[src/hdl/gsar_pkg.sv]
// Types and constants shared by the GRE source address rewriter modules.
`default_nettype none

package gsar_pkg;

  // Number of held header bytes: Ethernet header plus a 20-byte IPv4 header.
  localparam logic [5:0] HdrBytes = 6'd34;

  // Byte positions inside the held header.
  localparam logic [5:0] PosEtypeHi = 6'd12;
  localparam logic [5:0] PosEtypeLo = 6'd13;
  localparam logic [5:0] PosIpFirst = 6'd14;
  localparam logic [5:0] PosProto   = 6'd23;
  localparam logic [5:0] PosCsumHi  = 6'd24;
  localparam logic [5:0] PosCsumLo  = 6'd25;
  localparam logic [5:0] PosSrc0    = 6'd26;
  localparam logic [5:0] PosSrc1    = 6'd27;
  localparam logic [5:0] PosSrc2    = 6'd28;
  localparam logic [5:0] PosSrc3    = 6'd29;
  localparam logic [5:0] PosDst0    = 6'd30;
  localparam logic [5:0] PosIpLast  = 6'd33;

  localparam logic [15:0] EtypeIpv6 = 16'h86DD;
  localparam logic [7:0]  ProtoGre  = 8'd47;

  // Configuration register indexes.
  localparam logic CfgMatchAddr = 1'b0;
  localparam logic CfgReplAddr  = 1'b1;

  typedef enum logic [1:0] {
    StFill,
    StDecide,
    StEmit,
    StPass
  } gsar_state_e;

  // Commands from the controller to the datapath.
  typedef struct packed {
    logic hdr_wr;   // store the accepted input item in the header store
    logic calc;     // take the rewrite decision and the new checksum
    logic emit_ld;  // load the next held byte into the output register
    logic pass_ld;  // load the accepted input item into the output register
  } gsar_cmd_t;

  // Status from the datapath to the controller.
  typedef struct packed {
    logic pos_last;  // the next header byte completes the header
    logic emit_end;  // the held byte being loaded is the final one
    logic out_free;  // the output register can take an item this cycle
  } gsar_sts_t;

endpackage

`default_nettype wire

[src/hdl/gsar_ctrl.sv]
// Controller state machine: header fill, decision, emission and pass-through.
`default_nettype none

module gsar_ctrl (
  input  logic               clk_i,
  input  logic               rst_ni,
  input  logic               s_tvalid_i,
  input  logic               s_tlast_i,
  input  gsar_pkg::gsar_sts_t sts_i,
  output logic               s_tready_o,
  output gsar_pkg::gsar_cmd_t cmd_o
);

  gsar_pkg::gsar_state_e state_q, state_d;
  logic frame_last_q, frame_last_d;

  always_ff @(posedge clk_i or negedge rst_ni) begin
    if (!rst_ni) begin
      state_q      <= gsar_pkg::StFill;
      frame_last_q <= 1'b0;
    end else begin
      state_q      <= state_d;
      frame_last_q <= frame_last_d;
    end
  end

  always_comb begin
    state_d      = state_q;
    frame_last_d = frame_last_q;
    s_tready_o   = 1'b0;
    cmd_o        = '0;
    unique case (state_q)
      gsar_pkg::StFill: begin
        s_tready_o = 1'b1;
        if (s_tvalid_i) begin
          cmd_o.hdr_wr = 1'b1;
          frame_last_d = s_tlast_i;
          if (s_tlast_i || sts_i.pos_last) begin
            state_d = gsar_pkg::StDecide;
          end
        end
      end
      gsar_pkg::StDecide: begin
        cmd_o.calc = 1'b1;
        state_d    = gsar_pkg::StEmit;
      end
      gsar_pkg::StEmit: begin
        if (sts_i.out_free) begin
          cmd_o.emit_ld = 1'b1;
          if (sts_i.emit_end) begin
            state_d = frame_last_q ? gsar_pkg::StFill : gsar_pkg::StPass;
          end
        end
      end
      gsar_pkg::StPass: begin
        s_tready_o = sts_i.out_free;
        if (s_tvalid_i && sts_i.out_free) begin
          cmd_o.pass_ld = 1'b1;
          if (s_tlast_i) begin
            state_d = gsar_pkg::StFill;
          end
        end
      end
      default: begin
        state_d = gsar_pkg::StFill;
      end
    endcase
  end

endmodule

`default_nettype wire

[src/hdl/gsar_dp.sv]
// Datapath: header store, field capture, checksum, output register.
`default_nettype none

module gsar_dp (
  input  logic                clk_i,
  input  logic                rst_ni,
  input  gsar_pkg::gsar_cmd_t cmd_i,
  output gsar_pkg::gsar_sts_t sts_o,
  input  logic [7:0]          s_tdata_i,
  input  logic                s_tlast_i,
  input  logic                m_tready_i,
  input  logic                cfg_we_i,
  input  logic                cfg_addr_i,
  input  logic [31:0]         cfg_data_i,
  output logic                m_tvalid_o,
  output logic [7:0]          m_tdata_o,
  output logic                m_tlast_o,
  output logic                m_tuser_o
);

  logic [7:0]  hdr_mem [int'(gsar_pkg::HdrBytes)];
  logic [5:0]  pos_q, ptr_q;
  logic [5:0]  rd_addr;
  logic [7:0]  rd_data_q;
  logic [19:0] acc_q;
  logic [15:0] etype_q;
  logic [7:0]  proto_q;
  logic [31:0] src_q;
  logic [31:0] match_q, repl_q;
  logic [15:0] csum_q;
  logic        rewritten_q;
  logic        frame_last_q;
  logic        out_vld_q;
  logic [7:0]  out_data_q;
  logic        out_last_q;
  logic        out_user_q;

  logic        in_sum;
  logic [19:0] sum;
  logic [16:0] fold1;
  logic [15:0] fold2;
  logic        rewrite;
  logic [7:0]  emit_byte;

  assign sts_o.pos_last = (pos_q == gsar_pkg::PosIpLast);
  assign sts_o.emit_end = (ptr_q == pos_q - 6'd1);
  assign sts_o.out_free = !out_vld_q || m_tready_i;

  // Configuration registers.
  always_ff @(posedge clk_i or negedge rst_ni) begin
    if (!rst_ni) begin
      match_q <= '0;
      repl_q  <= '0;
    end else if (cfg_we_i) begin
      if (cfg_addr_i == gsar_pkg::CfgMatchAddr) begin
        match_q <= cfg_data_i;
      end else begin
        repl_q <= cfg_data_i;
      end
    end
  end

  // Header store: one write port fed by the input, one registered read port.
  assign rd_addr = cmd_i.emit_ld ? ptr_q + 6'd1 : ptr_q;

  always_ff @(posedge clk_i) begin
    if (cmd_i.hdr_wr) begin
      hdr_mem[pos_q] <= s_tdata_i;
    end
    if (rd_addr < gsar_pkg::HdrBytes) begin
      rd_data_q <= hdr_mem[rd_addr];
    end
  end

  always_ff @(posedge clk_i or negedge rst_ni) begin
    if (!rst_ni) begin
      pos_q        <= '0;
      ptr_q        <= '0;
      frame_last_q <= 1'b0;
      rewritten_q  <= 1'b0;
    end else begin
      if (cmd_i.hdr_wr) begin
        pos_q        <= pos_q + 6'd1;
        frame_last_q <= s_tlast_i;
      end
      if (cmd_i.emit_ld) begin
        if (sts_o.emit_end) begin
          pos_q <= '0;
          ptr_q <= '0;
        end else begin
          ptr_q <= ptr_q + 6'd1;
        end
      end
      if (cmd_i.calc) begin
        rewritten_q <= rewrite;
      end
    end
  end

  // The header words other than checksum and source address are summed as
  // they arrive; the replacement address is added at decision time.
  assign in_sum = (pos_q >= gsar_pkg::PosIpFirst && pos_q <= gsar_pkg::PosProto)
               || (pos_q >= gsar_pkg::PosDst0 && pos_q <= gsar_pkg::PosIpLast);

  always_ff @(posedge clk_i) begin
    if (cmd_i.hdr_wr) begin
      if (pos_q == 6'd0) begin
        acc_q <= '0;
      end else if (in_sum) begin
        acc_q <= pos_q[0] ? acc_q + {12'd0, s_tdata_i}
                          : acc_q + {4'd0, s_tdata_i, 8'd0};
      end
      unique case (pos_q)
        gsar_pkg::PosEtypeHi: etype_q[15:8] <= s_tdata_i;
        gsar_pkg::PosEtypeLo: etype_q[7:0]  <= s_tdata_i;
        gsar_pkg::PosProto:   proto_q       <= s_tdata_i;
        gsar_pkg::PosSrc0:    src_q[31:24]  <= s_tdata_i;
        gsar_pkg::PosSrc1:    src_q[23:16]  <= s_tdata_i;
        gsar_pkg::PosSrc2:    src_q[15:8]   <= s_tdata_i;
        gsar_pkg::PosSrc3:    src_q[7:0]    <= s_tdata_i;
        default: ;
      endcase
    end
    if (cmd_i.calc) begin
      csum_q <= ~fold2;
    end
  end

  assign sum   = acc_q + {4'd0, repl_q[31:16]} + {4'd0, repl_q[15:0]};
  assign fold1 = {1'b0, sum[15:0]} + {13'd0, sum[19:16]};
  assign fold2 = fold1[15:0] + {15'd0, fold1[16]};

  assign rewrite = (pos_q == gsar_pkg::HdrBytes) && (etype_q != gsar_pkg::EtypeIpv6)
                && (proto_q == gsar_pkg::ProtoGre) && (src_q == match_q)
                && (repl_q != 32'd0);

  always_comb begin
    emit_byte = rd_data_q;
    if (rewritten_q) begin
      unique case (ptr_q)
        gsar_pkg::PosCsumHi: emit_byte = csum_q[15:8];
        gsar_pkg::PosCsumLo: emit_byte = csum_q[7:0];
        gsar_pkg::PosSrc0:   emit_byte = repl_q[31:24];
        gsar_pkg::PosSrc1:   emit_byte = repl_q[23:16];
        gsar_pkg::PosSrc2:   emit_byte = repl_q[15:8];
        gsar_pkg::PosSrc3:   emit_byte = repl_q[7:0];
        default:             emit_byte = rd_data_q;
      endcase
    end
  end

  // Output register.
  always_ff @(posedge clk_i or negedge rst_ni) begin
    if (!rst_ni) begin
      out_vld_q <= 1'b0;
    end else if (cmd_i.emit_ld || cmd_i.pass_ld) begin
      out_vld_q <= 1'b1;
    end else if (m_tready_i) begin
      out_vld_q <= 1'b0;
    end
  end

  always_ff @(posedge clk_i) begin
    if (cmd_i.emit_ld) begin
      out_data_q <= emit_byte;
      out_last_q <= frame_last_q && sts_o.emit_end;
      out_user_q <= rewritten_q;
    end else if (cmd_i.pass_ld) begin
      out_data_q <= s_tdata_i;
      out_last_q <= s_tlast_i;
      out_user_q <= rewritten_q;
    end
  end

  assign m_tvalid_o = out_vld_q;
  assign m_tdata_o  = out_data_q;
  assign m_tlast_o  = out_last_q;
  assign m_tuser_o  = out_user_q;

endmodule

`default_nettype wire

[src/hdl/gre_source_address_rewriter.sv]
// Top level of the GRE source address rewriter.
//
//   Channel   Direction  Handshake                     Payload
//   s_axis    in         s_axis_tvalid/s_axis_tready   tdata = in_byte, tlast = in_last
//   m_axis    out        m_axis_tvalid/m_axis_tready   tdata = out_byte, tlast = out_last,
//                                                      tuser = was_rewritten
//   cfg       in         cfg_we_i                      cfg_addr_i, cfg_data_i
//
// The first 34 bytes of a frame are taken one per cycle into the header store.
// A decision state follows; then the held bytes leave one per cycle while the output
// is not stalled, paced by the single read port of the header store and the output register.
// Later bytes pass through the output register at one per cycle while the output is not stalled.
// The input is held off during the decision and emission; reset is asynchronous.
`default_nettype none

module gre_source_address_rewriter (
  input  logic        clk_i,
  input  logic        rst_ni,
  input  logic        s_axis_tvalid,
  output logic        s_axis_tready,
  input  logic [7:0]  s_axis_tdata,   // [7:0] in_byte
  input  logic        s_axis_tlast,
  output logic        m_axis_tvalid,
  input  logic        m_axis_tready,
  output logic [7:0]  m_axis_tdata,   // [7:0] out_byte
  output logic        m_axis_tlast,
  output logic        m_axis_tuser,   // [0] was_rewritten
  input  logic        cfg_we_i,
  input  logic        cfg_addr_i,
  input  logic [31:0] cfg_data_i
);

  gsar_pkg::gsar_cmd_t cmd;
  gsar_pkg::gsar_sts_t sts;

  gsar_ctrl u_ctrl (
    .clk_i      (clk_i),
    .rst_ni     (rst_ni),
    .s_tvalid_i (s_axis_tvalid),
    .s_tlast_i  (s_axis_tlast),
    .sts_i      (sts),
    .s_tready_o (s_axis_tready),
    .cmd_o      (cmd)
  );

  gsar_dp u_dp (
    .clk_i      (clk_i),
    .rst_ni     (rst_ni),
    .cmd_i      (cmd),
    .sts_o      (sts),
    .s_tdata_i  (s_axis_tdata),
    .s_tlast_i  (s_axis_tlast),
    .m_tready_i (m_axis_tready),
    .cfg_we_i   (cfg_we_i),
    .cfg_addr_i (cfg_addr_i),
    .cfg_data_i (cfg_data_i),
    .m_tvalid_o (m_axis_tvalid),
    .m_tdata_o  (m_axis_tdata),
    .m_tlast_o  (m_axis_tlast),
    .m_tuser_o  (m_axis_tuser)
  );

endmodule

`default_nettype wire

[config.mk]
export PLATFORM = sky130hd
export DESIGN_NAME = gre_source_address_rewriter
export DESIGN_NICKNAME = d
export VERILOG_FILES = /design/src/hdl/gsar_pkg.sv /design/src/hdl/gsar_ctrl.sv /design/src/hdl/gsar_dp.sv /design/src/hdl/gre_source_address_rewriter.sv
export SDC_FILE = /design/constraint.sdc
export NUM_CORES = 1
export LEC_CHECK = 0
export BUFFER_PORTS_ARGS = -buffer_cell sky130_fd_sc_hd__buf_2
export CAP_MARGIN = 15
export CELL_PAD_IN_SITES_DETAIL_PLACEMENT = 0
export CELL_PAD_IN_SITES_GLOBAL_PLACEMENT = 1
export CORE_MARGIN = 4
export CORE_UTILIZATION = 48
export DETAILED_ROUTE_END_ITERATION = 6
export PLACE_DENSITY = 0.74
export SLEW_MARGIN = 20
export SYNTH_ARGS = -nofsm -noshare
export SYNTH_HDL_FRONTEND = slang
export SYNTH_HIERARCHICAL = 1
export SYNTH_SLANG_ARGS = --single-unit
[constraint.sdc]
create_clock -name clk_i -period 7 [get_ports clk_i]
set_input_delay 1.05 -clock clk_i [delete_from_list [all_inputs] [get_ports clk_i]]
set_output_delay 1.05 -clock clk_i [all_outputs]
set_load 0.02 [all_outputs]
==> impl_metrics.env, run 1 <==
export IMPL_p_per_area_nw_per_um2=419.8
export IMPL_ys_seq_elements=464
export IMPL_wl_per_cell_um=24.72
export IMPL_synth_seq_area_share=0.6331
export IMPL_cts_tree="done"
export IMPL_cell_internal_pwr_mw=6.609
export IMPL_finalCritPeriodShare=0.9331
export IMPL_antenna_found_initial=2
export IMPL_power_total_mw=10.13
export IMPL_setup_violations=0
export IMPL_syn_area_per_cell_um2=15.69
export IMPL_layout_cells_non_filler=2081
export IMPL_synth_distinct_cells=83
export IMPL_n_fill_cell=3607
export IMPL_start_util=0.4841
export IMPL_fmax_ghz=0.1531
export IMPL_core_area_um2=44120
export IMPL_maxSlewViolCount=0
export IMPL_arrival_ns=6.85
export IMPL_syn_nets=1480
export IMPL_clockRootBuffer="clkbuf_16"
export IMPL_routabilityCongestion=0.8841
export IMPL_skew_ns=0.01605
export IMPL_num_vias=12036
export IMPL_worstPathMaxFanout=4
export IMPL_postLayoutCoreUtil=0.5469
export IMPL_grt_pass1_wl_um=77260
export IMPL_nNetsFinal=1566
export IMPL_synthFlopType="edfxtp_1"
export IMPL_path_clk_slew_ns=0.06
export IMPL_netlist_area_um2=21360
export IMPL_ant_nets=0
export IMPL_grt_pass1_vias=11928
export IMPL_cts_sinks=464
export IMPL_layout_drive_gt1_share=0.2387
export IMPL_timing_final_crit_period_ns=6.532
export IMPL_postSynthCellCount=1361
export IMPL_drt_iter0_markers=1070
export IMPL_max_stage_delay_ns=0.49
export IMPL_power_frac_clock=0.254
export IMPL_switching_share=0.3476
export IMPL_startpoint_type="flop"
export IMPL_async_flop_share=0.1767
export IMPL_die_y_um=219.0
export IMPL_clkLatencyLatePin_ns=0.59
export IMPL_p_leak_nw=8.514
export IMPL_cts_hold_buf=0
export IMPL_rows=77
export IMPL_worstHoldPathType="primary input to async pin"
export IMPL_crit_path_top_delay_cell="fa_1"
export IMPL_hold_viol=0
export IMPL_io_pins=59
export IMPL_port_buffers=58
export IMPL_cts_max_path_buffers=3
export IMPL_hpwlAfterDp_um=34760
export IMPL_status="complete, no violations"
export IMPL_htree_levels=2
export IMPL_globalRouteOverflowTotal=0
export IMPL_peakVddDrop_v=0.0003749
export IMPL_p_comb_frac=0.388
export IMPL_required_ns=7.32
export IMPL_die_w_um=219.0
export IMPL_die_area_um2=47940
export IMPL_numCtsBuffers=49
export IMPL_ys_warn_count=6
export IMPL_finalWirelength_um=51440
export IMPL_worstSetupPathType="flop to flop"
export IMPL_switchingPower_mw=3.521
export IMPL_max_slew_margin=0.2847
export IMPL_drv_cap=0
export IMPL_setup_tns_ns=0
export IMPL_tightest_slew_ns=1.072
export IMPL_pwr_share_seq=0.358
export IMPL_critPathCaptureType="flop"
export IMPL_vias_per_cell=5.784
export IMPL_drcViolationCount=0
export IMPL_synth_edf_count=382
export IMPL_track_usage=0.2185
export IMPL_grt_max_degree=82
export IMPL_area_growth_pct=12.97
export IMPL_first_pass_iters=5
export IMPL_dp_cells=1987
==> critical path: cells and delay by family (launching register included) <==
family                   cells  cell delay (ns)
AO/OA/AOI/OAI               11             2.27
XOR/XNOR                     2             0.26
adder cells (fa/ha/maj)      5             1.66
buffers and inverters        2             0.14
flip-flops                   1             0.42
AND/OR/NAND/NOR             10             1.54
==> power groups by stage <==
| stage | Combinational, mW | Sequential (mW) | Clock (mW) |
|---|---|---|---|
| 2_1_floorplan | 2.85 | 3.57 | 0 |
| 3_3_place_gp | 3.88 | 3.67 | 0 |
| 3_5_place_dp | 3.91 | 3.67 | 0 |
| 4_1_cts | 3.93 | 3.62 | 2.64 |
| 5_1_grt | 4.29 | 3.65 | 2.76 |
| 6_report | 3.93 | 3.62 | 2.58 |
==> synthesized netlist by cell type (4+ instances only) <==
cell        n  area (µm²)
buf_1      11       41.29
nand2_1    53       198.9
inv_1      33       123.9
o21a_1      6       45.04
xnor2_1    67       586.8
and2_1     10       62.56
a31oi_1     5       31.28
mux2_2     72       810.8
nand4_1    12       75.07
edfxtp_1  382       11470
nor3_1     12       60.06
o21bai_1    4       30.03
nor4_1     11       68.82
a21o_1     11       82.58
mux4_2     80        1802
dfrtp_1    82        2052
mux2i_1    19       190.2
nor2_1     95       356.6
o31ai_1     5       37.54
a211oi_1   18       135.1
ha_1       52       650.6
nor2b_1    20       125.1
fa_1       20       400.4
xor2_1     34       297.8
buf_2       6       30.03
and3_1     11       68.82
a221oi_1    7       61.31
a22oi_1    17       127.6
clkbuf_1   33       123.9
a21oi_1    33       165.2
nand3_1    23       115.1
nand2b_1   12       75.07
o21ai_0    32       160.2
or3_1       4       25.02
==> stage by stage <==
| step | instance area [µm²] | hold slack (ns) | worst slack (ns) |
|---|---|---|---|
| 2_1_floorplan | 21360 | 0.4466 | 0.3684 |
| 6_report | 24130 | 0.2681 | 0.4680 |
| 3_3_place_gp | 22440 | 0.4937 | 0.3318 |
| 4_1_cts | 24070 | 0.2324 | 0.1419 |
| 5_1_grt | 24130 | 0.2563 | -0.04997 |
| 3_5_place_dp | 22450 | 0.4979 | 0.1525 |
==> final timing paths <==
kind	endpoint	cells after the start	slack, ns	start
min in group clk_i	u_dp/frame_last_q$_DFFE_PN0P_	1	0.52	u_dp/frame_last_q$_DFFE_PN0P_
max in group asynchronous	u_ctrl/frame_last_q$_DFFE_PN0P_	2	5.81	rst_ni
max	u_dp/csum_q[15]$_DFFE_PP_	30	0.47	u_dp/acc_q[1]$_SDFFCE_PN0P_
min	u_dp/match_q[6]$_DFFE_PN0P_	1	0.27	rst_ni
min reg2reg	u_dp/frame_last_q$_DFFE_PN0P_	1	0.52	u_dp/frame_last_q$_DFFE_PN0P_
max reg2reg	u_dp/csum_q[15]$_DFFE_PP_	30	0.47	u_dp/acc_q[1]$_SDFFCE_PN0P_
==> cells by family after synthesis <==
family | after synthesis | synth area share
AO/OA/AOI/OAI | 173 | 0.05840
AND/OR/NAND/NOR | 291 | 0.06865
adder cells (fa/ha/maj) | 73 | 0.04967
flip-flops | 464 | 0.6331
multiplexers | 171 | 0.1312
XOR/XNOR | 104 | 0.04370
buffers and inverters | 85 | 0.01529
==> cells in the final DEF, fill, tap and decap left out, types with 31 or more instances in the layout <==
| cell | netlist | final |
|---|---|---|
| mux2_2 | 72 | 72 |
| ha_1 | 52 | 52 |
| buf_2 | 6 | 57 |
| edfxtp_1 | 382 | 382 |
| clkbuf_16 | 0 | 50 |
| mux4_2 | 80 | 80 |
| nand2_1 | 53 | 53 |
| xor2_1 | 34 | 32 |
| nor2_1 | 95 | 95 |
| inv_1 | 33 | 33 |
| xnor2_1 | 67 | 66 |
| a21oi_1 | 33 | 31 |
| o21ai_0 | 32 | 32 |
| dfrtp_1 | 82 | 82 |
==> state kept, by name (all words and copies together) (netlist names), 2 cells and up <==
| register | flops |
|---|---|
| u_dp/hdr_mem | 272 |
| u_dp/match_q | 32 |
| u_dp/repl_q | 32 |
| u_dp/src_q | 32 |
| u_dp/acc_q | 20 |
| u_dp/csum_q | 16 |
| u_dp/etype_q | 16 |
| u_dp/m_tdata_o | 8 |
| u_dp/proto_q | 8 |
| u_dp/rd_data_q | 8 |
| u_dp/pos_q | 6 |
| u_dp/ptr_q | 6 |
| u_ctrl/state_q | 2 |
==> per-layer routing <==
layer / share of wire / track usage / vias to the layer above
li1: - / - / 5413
met1: 0.45 / 0.3202 / 6173
met2: 0.46 / 0.3357 / 370
met3: 0.068 / 0.04652 / 80
met4: 0.022 / 0.05983 / 0
met5: 0 / 0 / -
==> final cells by class <==
cell class	count	area, µm²	area share
Tap cell	592	740.7	0.03070
Sequential cell	464	13520	0.5604
Multi-Input combinational cell	812	7597	0.3148
Timing Repair Buffer	85	515.5	0.02136
Clock inverter	24	252.7	0.01047
Antenna cell	2	5.005	0.0002074
Clock buffer	67	1365	0.05657
Inverter	35	131.4	0.005444
==> what timing repair did <==
item / in CTS / in global routing
endpoints found under the setup margin: 0 / 8
gates resized for setup: 0 / 9
buffers inserted: 0 / 1
Power figures use the tool's default switching activity.
==> inputs of run 2 (changes only) <==
Settings changed: SYNTH_HIERARCHICAL 1 to not set.
==> run 2 against run 1 <==
First-iteration DRC count down 1.9%. Non-clock buffer count stayed put. Count of clock-buffer cells in the layout is 2 higher. Global-route usage grew 0.21 points. Power fell by 2.6%. Sequential cell count is 1 lower. Via count about the same. Cell area decreased by 0.59%. Sequential share of layout area increased by 0.23 points.
==> impl_metrics.env, run 2 <==
export IMPL_track_usage=0.2206
export IMPL_power_frac_clock=0.260
export IMPL_synth_seq_area_share=0.6358
export IMPL_p_comb_frac=0.377
export IMPL_setup_tns_ns=0
export IMPL_port_buffers=58
export IMPL_worstHoldPathType="primary input to async pin"
export IMPL_largest_register="u_dp.hdr_mem"
export IMPL_fmax_ghz=0.1545
export IMPL_final_cell_area_um2=23990
export IMPL_hold_viol=0
export IMPL_hpwlAfterDp_um=35390
export IMPL_cts_sinks=463
export IMPL_num_vias=12026
export IMPL_routabilityCongestion=0.8919
export IMPL_p_per_area_nw_per_um2=411.3
export IMPL_yosysMostFrequentCell="edfxtp_1"
export IMPL_critPathCaptureType="flop"
export IMPL_layout_drive_gt1_share=0.2299
export IMPL_switching_share=0.3416
export IMPL_max_slew_margin=0.3121
export IMPL_start_util=0.4896
export IMPL_core_area_um2=43360
export IMPL_syn_nets=1491
export IMPL_drv_cap=0
export IMPL_numCtsBuffers=49
export IMPL_die_area_um2=47660
export IMPL_timing_final_crit_period_ns=6.474
export IMPL_skew_ns=0.01731
export IMPL_die_w_um=218.3
export IMPL_ys_warn_count=0
export IMPL_max_stage_delay_ns=0.52
export IMPL_synth_distinct_cells=79
export IMPL_switchingPower_mw=3.370
export IMPL_final_cell_mix="edfxtp_1 (382), nor2_1 (103), mux4_2 (80), dfrtp_1 (80), mux2_2 (64)"
export IMPL_clockRootBuffer="clkbuf_16"
export IMPL_ys_seq_elements=463
export IMPL_die_y_um=218.3
export IMPL_syn_area_per_cell_um2=15.46
export IMPL_cell_internal_pwr_mw=6.496
export IMPL_arrival_ns=6.79
export IMPL_cts_hold_buf=0
export IMPL_grt_max_degree=64
export IMPL_finalWirelength_um=51670
export IMPL_startpoint_type="flop"
export IMPL_drt_iter0_markers=1050
export IMPL_yosys_area_top_type="edfxtp_1"
export IMPL_seq_area_um2=13500
export IMPL_p_leak_nw=8.383
export IMPL_crit_path_top_delay_cell="fa_1"
export IMPL_nNetsFinal=1574
export IMPL_yosys_top_cells_count="edfxtp_1 (382), nor2_1 (105), dfrtp_1 (81)"
export IMPL_finalCritPeriodShare=0.9249
export IMPL_netlist_area_leader_share=0.5403
export IMPL_maxSlewViolCount=0
export IMPL_n_fill_cell=3510
export IMPL_clkLatencyLatePin_ns=0.59
export IMPL_rows=76
export IMPL_layout_commonest_cell="edfxtp_1"
export IMPL_whs_ns=0.4246
export IMPL_vias_per_cell=5.779
export IMPL_pwr_share_seq=0.363
export IMPL_antenna_found_initial=0
export IMPL_area_growth_pct=13.00
export IMPL_synthFlopType="edfxtp_1"
export IMPL_synthTopCellsByArea="edfxtp_1 (54%), dfrtp_1 (9.5%), mux4_2 (8.5%)"
export IMPL_grt_setup_unrepaired="false"
export IMPL_peakVddDrop_v=0.0004602
export IMPL_tightest_slew_ns=1.024
export IMPL_htree_levels=2
export IMPL_wl_per_cell_um=24.83
export IMPL_largest_register_ffs=272
export IMPL_status="complete, no violations"
export IMPL_worstPathMaxFanout=4
export IMPL_io_pins=59
export IMPL_antennaDiodeCount=0
export IMPL_async_flop_share=0.1749
export IMPL_path_clk_slew_ns=0.06
export IMPL_grt_pass1_vias=12098
export IMPL_first_pass_iters=6
export IMPL_globalRouteOverflowTotal=0
export IMPL_grt_pass1_wl_um=78090
export IMPL_worstSetupPathType="flop to flop"
export IMPL_netlist_area_um2=21230
export IMPL_setup_violations=0
export IMPL_ant_nets=0
export IMPL_drcViolationCount=0
export IMPL_postPlaceCellArea_um2=22290
export IMPL_cts_tree="done"
export IMPL_postSynthCellCount=1373
export IMPL_cts_max_path_buffers=3
export IMPL_multi_input_area_um2=7487
export IMPL_synth_edf_count=382
export IMPL_required_ns=7.32
run 2: area by class of cell:
cell class | count | share of cell area
tap | 585 | 0.03051
sequential | 463 | 0.5627
clock buffer | 69 | 0.05810
clock inverter | 22 | 0.009127
multi-input combinational | 817 | 0.3121
inverter | 40 | 0.006259
timing repair buffer | 85 | 0.02118
run 2: power groups by stage:
stage	clock network (mW)	registers, mW	logic, mW
after CTS	2.62	3.58	3.72
final	2.57	3.58	3.72
after global routing	2.75	3.60	4.05
after global placement	0	3.63	3.69
after detailed placement	0	3.63	3.71
after floorplan	0	3.53	2.70
run 2: cell families after synthesis:
family | share of synthesized area
flip-flops | 0.6358
AND/OR/NAND/NOR | 0.07231
AO/OA/AOI/OAI | 0.06047
multiplexers | 0.1259
XOR/XNOR | 0.03960
buffers and inverters | 0.01703
adder cells (fa/ha/maj) | 0.04892
run 2: routing by layer:
metal	vias up	share of wire	GRT usage	routed length [µm]
met4	0	0.028	0.06762	1450
met3	85	0.050	0.02948	2603
met5	-	0	0	0
met2	347	0.49	0.3629	25180
li1	5451	-	-	-
met1	6143	0.43	0.3101	22450
run 2: worst paths after layout:
path                                         startpoint  depth (start not counted)                      endpoint  slack [ns]
min reg2reg                u_dp.match_q[15]$_DFFE_PN0P_                          1  u_dp.match_q[15]$_DFFE_PN0P_        0.53
max reg2reg                 u_dp.acc_q[1]$_SDFFCE_PN0P_                         31     u_dp.csum_q[12]$_DFFE_PN_        0.53
min in group clk_i         u_dp.match_q[15]$_DFFE_PN0P_                          1  u_dp.match_q[15]$_DFFE_PN0P_        0.53
max                         u_dp.acc_q[1]$_SDFFCE_PN0P_                         31     u_dp.csum_q[12]$_DFFE_PN_        0.53
max in group asynchronous                        rst_ni                          2  u_dp.match_q[19]$_DFFE_PN0P_        5.54
min                                              rst_ni                          1    u_dp.repl_q[9]$_DFFE_PN0P_        0.42
run 2: worst max-delay path, delay by kind of cell (launching register included):
| kind | cells | cell delay, ns |
|---|---|---|
| xor+xnor | 2 | 0.24 |
| simple gates | 12 | 1.81 |
| compound gates | 9 | 1.59 |
| fa+ha+maj | 6 | 1.97 |
| flops | 1 | 0.46 |
| buf+inv | 2 | 0.14 |
run 2: what timing repair did:
action | in CTS | in global routing
setup endpoints to repair | 1 | 8
hold endpoints to repair | 0 | 0
pin swaps | 0 | 4
gates resized for setup | 1 | 10
setup buffers | 0 | 3
run 2: metrics by stage:
step / total power [mW] / cells / setup slack, ns / utilization
2_1_floorplan: 6.223 / 1373 / 0.6633 / -
3_3_place_gp: 7.318 / 1987 / 0.1767 / 0.5139
3_5_place_dp: 7.341 / 1987 / 0.003770 / 0.5139
4_1_cts: 9.922 / 2078 / 0.05886 / 0.5513
5_1_grt: 10.40 / 2081 / 0.03411 / 0.5532
6_report: 9.866 / 2081 / 0.5257 / 0.5532
